$ cat config.mk
export PLATFORM = sky130hd
export DESIGN_NAME = oaids_cell
export DESIGN_NICKNAME = d
export VERILOG_FILES = /design/src/oaids_pkg.sv /design/src/oaids_cell.sv
export SDC_FILE = /design/constraint.sdc
export NUM_CORES = 1
export LEC_CHECK = 0
export BUFFER_PORTS_ARGS = -buffer_cell sky130_fd_sc_hd__clkbuf_2
export CAP_MARGIN = 15
export CELL_PAD_IN_SITES_DETAIL_PLACEMENT = 1
export CELL_PAD_IN_SITES_GLOBAL_PLACEMENT = 1
export CORE_MARGIN = 10
export CORE_UTILIZATION = 27
export DETAILED_ROUTE_END_ITERATION = 8
export GPL_TIMING_DRIVEN = 0
export PLACE_DENSITY_LB_ADDON = 0.3
export SYNTH_ARGS = -nofsm -noshare
export SYNTH_HDL_FRONTEND = slang
export SYNTH_SLANG_ARGS = --single-unit
$ cat constraint.sdc
create_clock -name aclk -period 3.2 [get_ports aclk]
set_input_delay 0.16 -clock aclk [delete_from_list [all_inputs] [get_ports aclk]]
set_output_delay 0.16 -clock aclk [all_outputs]
set_load 0.03 [all_outputs]
$ cat src/oaids_pkg.sv
// Package for the ordered array block: operation and status codes,
// and the control word broadcast to the row of storage cells.
// No dependencies.
`default_nettype none

package oaids_pkg;

    // Field widths fixed by the interface
    localparam int OP_W     = 3;
    localparam int IDX_W    = 6;
    localparam int VAL_W    = 32;
    localparam int STATUS_W = 2;
    localparam int COUNT_W  = 6;

    // Operation codes on s_operation
    typedef enum logic [OP_W-1:0] {
        OP_READ   = 3'd0,
        OP_WRITE  = 3'd1,
        OP_INSERT = 3'd2,
        OP_DELETE = 3'd3,
        OP_SEARCH = 3'd4,
        OP_FILL   = 3'd5,
        OP_PUSH   = 3'd6,
        OP_POP    = 3'd7
    } op_t;

    // Status codes on m_status
    typedef enum logic [STATUS_W-1:0] {
        ST_OK    = 2'd0,
        ST_RANGE = 2'd1,
        ST_FULL  = 2'd2,
        ST_EMPTY = 2'd3
    } status_t;

    // What every cell does in the execute cycle
    typedef enum logic [2:0] {
        ACT_NONE,
        ACT_READ,
        ACT_WRITE,
        ACT_INSERT,
        ACT_DELETE,
        ACT_SEARCH,
        ACT_FILL
    } cell_act_t;

    typedef struct packed {
        cell_act_t act;     // action for this cycle
        logic      update;  // an execute cycle: cells refresh their taps
    } cell_ctrl_t;

endpackage

`default_nettype wire

$ cat src/oaids_cell.sv
// One storage cell of the ordered array: holds one entry, takes data from
// its left or right neighbor on insert/delete, compares for search.
// Depends on oaids_pkg.
`default_nettype none

module oaids_cell #(
    parameter int INDEX = 0,
    parameter int WIDTH = 32,
    parameter int CMPW  = 6
) (
    input  wire logic                   aclk,
    input  wire oaids_pkg::cell_ctrl_t  ctrl,
    input  wire logic [CMPW-1:0]        pos,
    input  wire logic [CMPW-1:0]        cnt,
    input  wire logic [WIDTH-1:0]       value,
    input  wire logic [WIDTH-1:0]       left_data,
    input  wire logic [WIDTH-1:0]       right_data,
    output logic      [WIDTH-1:0]       data,
    output logic      [WIDTH-1:0]       rd,
    output logic                        hit
);
    import oaids_pkg::*;

    localparam logic [CMPW-1:0] MY_IDX  = CMPW'(INDEX);
    localparam logic [CMPW-1:0] MY_IDX1 = CMPW'(INDEX + 1);

    logic [WIDTH-1:0] data_reg, data_next;
    logic [WIDTH-1:0] rd_reg, rd_next;
    logic             hit_reg, hit_next;
    logic             at_pos, above_pos, live;

    assign at_pos    = (MY_IDX == pos);
    assign above_pos = (MY_IDX > pos);
    assign live      = (MY_IDX < cnt);

    // entry update
    always_comb begin
        data_next = data_reg;
        case (ctrl.act)
            ACT_WRITE: begin
                if (at_pos) data_next = value;
            end
            ACT_INSERT: begin
                if (at_pos) begin
                    data_next = value;
                end else if (above_pos && (MY_IDX <= cnt)) begin
                    data_next = left_data;
                end
            end
            ACT_DELETE: begin
                if (!above_pos && !at_pos) begin
                    data_next = data_reg;
                end else if (MY_IDX1 < cnt) begin
                    data_next = right_data;
                end
            end
            ACT_FILL: begin
                if (live) data_next = value;
            end
            default: begin
                data_next = data_reg;
            end
        endcase
    end

    // read and compare taps, seen before this cycle's update
    always_comb begin
        rd_next  = '0;
        hit_next = 1'b0;
        if (ctrl.act == ACT_READ && at_pos) rd_next = data_reg;
        if (ctrl.act == ACT_SEARCH && live && (data_reg == value)) hit_next = 1'b1;
    end

    always_ff @(posedge aclk) begin
        data_reg <= data_next;
        if (ctrl.update) begin
            rd_reg  <= rd_next;
            hit_reg <= hit_next;
        end
    end

    assign data = data_reg;
    assign rd   = rd_reg;
    assign hit  = hit_reg;

endmodule

`default_nettype wire

==> metrics.md <==
| Metric | Value |
|---|---|
| Max FO, Critical Path | `3` |
| Hold violation total from the final report | `0` |
| Area of the multi-input gates | `1250 um^2` |
| Max Clk Rate | `536 MHz` |
| Iter 0 DRT Violations | `150` |
| Post-synthesis register bit count | `65` |
| Met3 wire length | `1120 um` |
| DRT Pass-1 Iters | `4` |
| Syn_nets | `356` |
| Die height | `130 um` |
| Die area | `16900 um^2` |
| Setup Skew | `0.00496 ns` |
| Area share of the largest cell type after synthesis | `59.5%` |
| Worst EP required | `3.34 ns` |
| Io pins | `178` |
| Core Area | `12000 um^2` |
| Share of cells above drive strength 1 | `46.6%` |
| GR Util All Layers | `14.4%` |
| Filler cells | `1358` |
| RSZ-0062 raised after global routing | `false` |
| Cell taking the most area after synthesis | `edfxtp_1` |
| CTS tree | `yes` |
| Startpoint of the worst hold path | `value[0]` |
| Placed Cells | `568` |
| Peak VDD IR | `0.214 mV` |
| DR WL met2 | `6170 um` |
| Post-CTS Resized | `0` |
| Antenna violations before repair | `0` |
| Root buffer cell | `clkbuf_16` |
| Slew HR | `34.2%` |
| DRT antenna net count | `0` |
| Area Growth Syn to Fin | `41.5%` |
| Finished Layout Cells | `583` |
| # H-tree levels | `3` |
| Drt drc | `0` |
| Yosys cell types | `26` |
| Sequential share of the synthesized area | `59.5%` |
| Sink Count | `65` |
| Total area of sequential cells | `1950 um^2` |
| Worst-margin pin slew | `0.987 ns` |
| Post-Route Utilization | `38.8%` |
| Pwr dens | `475 nW/um^2` |
| Clk buf depth | `2` |
| Number of global-route vias before repair | `3121` |
| Fin crit period | `1.87 ns` |
| DR top layer | `met4` |
| Reg-to-Reg Start | `data[30]` |
| Ant. Diodes | `0` |
| Drt wl/cell | `21.1 um` |
| Maxcap violations | `0` |
| Commonest non-fill, non-tap cell in the layout | `clkbuf_2` |
| Leak Pwr | `0.00216 uW` |
| Hold Crit Depth | `2` |
| WL met1 | `4890 um` |
| HPWL after detailed placement | `9690 um` |
| Critical Path Start Type | `register` |
| Final period util | `58.3%` |
| Hold EP | `data[0]` |
| Die Width | `130 um` |
| Syn avg cell area | `13.5 um^2` |
| Hold crit path type | `input port to register` |
| Count of pins over their slew limit | `0` |
| Routed wire length | `12300 um` |
| Flop-to-flop setup slack | `1.33 ns` |
| Worst path arrival time | `2.01 ns` |
| Reg clk slew, reported paths | `0.05 ns` |
| Largest net degree at the start of global routing | `34` |
| Status | `complete, no violations` |
| Vias | `2712` |
| Starting Density | `27.4%` |
| Post-Syn Instances | `243` |
| Area contributors post-synth | `edfxtp_1, xor2_1, a22o_1` |
| Input/output buffers | `177` |
| Clk_lat worst skew | `0.32 ns` |
| Crit. End Element | `register` |
| Most frequent cells in the layout | `clkbuf_2, edfxtp_1, and2_1` |
| GPL Wtd Cong | `0.721` |
| Setup CP Type | `register to register` |
| Mapped cell area | `3280 um^2` |
| Total gr overflow | `0` |
| # hold bufs at CTS | `0` |
| Setup Fix Bufs, Post-CTS | `0` |
| Rows | `40` |
| R2R cell count | `4` |
| DR vias/cell | `4.65` |
| RR Endpoint | `hit` |
| Setup-failing EPs final | `0` |
| # nets final | `545` |
| Num CTS Buffers | `9` |
| Global-route wire length before repair | `18100 um` |
| Yosys warns | `0` |
[metal layers]
| metal | vias up | GRT usage [%] |
|---|---|---|
| met5 | - | 0 |
| met4 | 0 | 3.97 |
| met3 | 9 | 5.35 |
| met2 | 109 | 25.0 |
| met1 | 1299 | 16.2 |
| li1 | 1295 | - |
[cell families after synthesis]
logic type | count (synthesis) | share of synthesized area (%)
buffers and inverters | 13 | 2.67
AOI/OAI and AO/OA | 59 | 14.1
DFF | 65 | 59.5
and+or+nand+nor | 66 | 12.7
muxes | 8 | 2.44
xor gates and xnor gates | 32 | 8.55
[worst max path at each step]
stage / from / end / slack, ns
2_1_floorplan: pos[1] / data[0] / 0.53
3_3_place_gp: pos[1] / data[0] / -0.78
3_5_place_dp: pos[1] / data[0] / 1.15
4_1_cts: data[30] / hit / 1.27
5_1_grt: data[30] / hit / 1.14
6_report: data[30] / hit / 1.33
[synth_stat cells (all sizes together)]
cell,instances
xnor2,4
mux2i,8
nor2,11
xor2,28
nand3,1
edfxtp,65
buf,12
nand2,3
clkbuf,1
and4b,1
nor2b,2
nand2b,2
a22o,24
nor4,10
a21o,24
nand4,2
a211oi,1
o22ai,1
and2b,1
nor4b,1
and2,32
a21oi,9
[cell type report]
class	instances	area share (%)
clock buffers	14	5.26
clock inverters	1	0.0809
plain buffers	13	1.89
flip-flops and latches	65	42.1
repair buffers	178	19.7
well taps	147	3.97
multi-input cells	165	27.0
[worst max-delay path, cell delays in order (launching register included)]
cell and delay [ns]:
edfxtp_1 0.42, xor2_1 0.16, nor4_1 0.55, nand4_1 0.26, nor4_1 0.31
[per-stage QoR]
step	TNS [ns]	area, um^2	power (uW)	setup slack [ns]	hold slack [ns]
after floorplan	0	3280	1200	0.530	0.272
after global placement	-24.96	4350	1360	-0.783	0.460
after detailed placement	0	4390	1370	1.15	0.465
after CTS	0	4640	2250	1.27	0.128
after global routing	0	4640	2300	1.14	0.136
final	0	4640	2200	1.33	0.140
[report_power, final]
part           internal (uW)  switching, uW  leakage [uW]
Combinational            139            204       0.00140
Clock                    519            335      0.000118
Sequential               982           23.8      0.000645
Power figures use the tool's default switching activity.
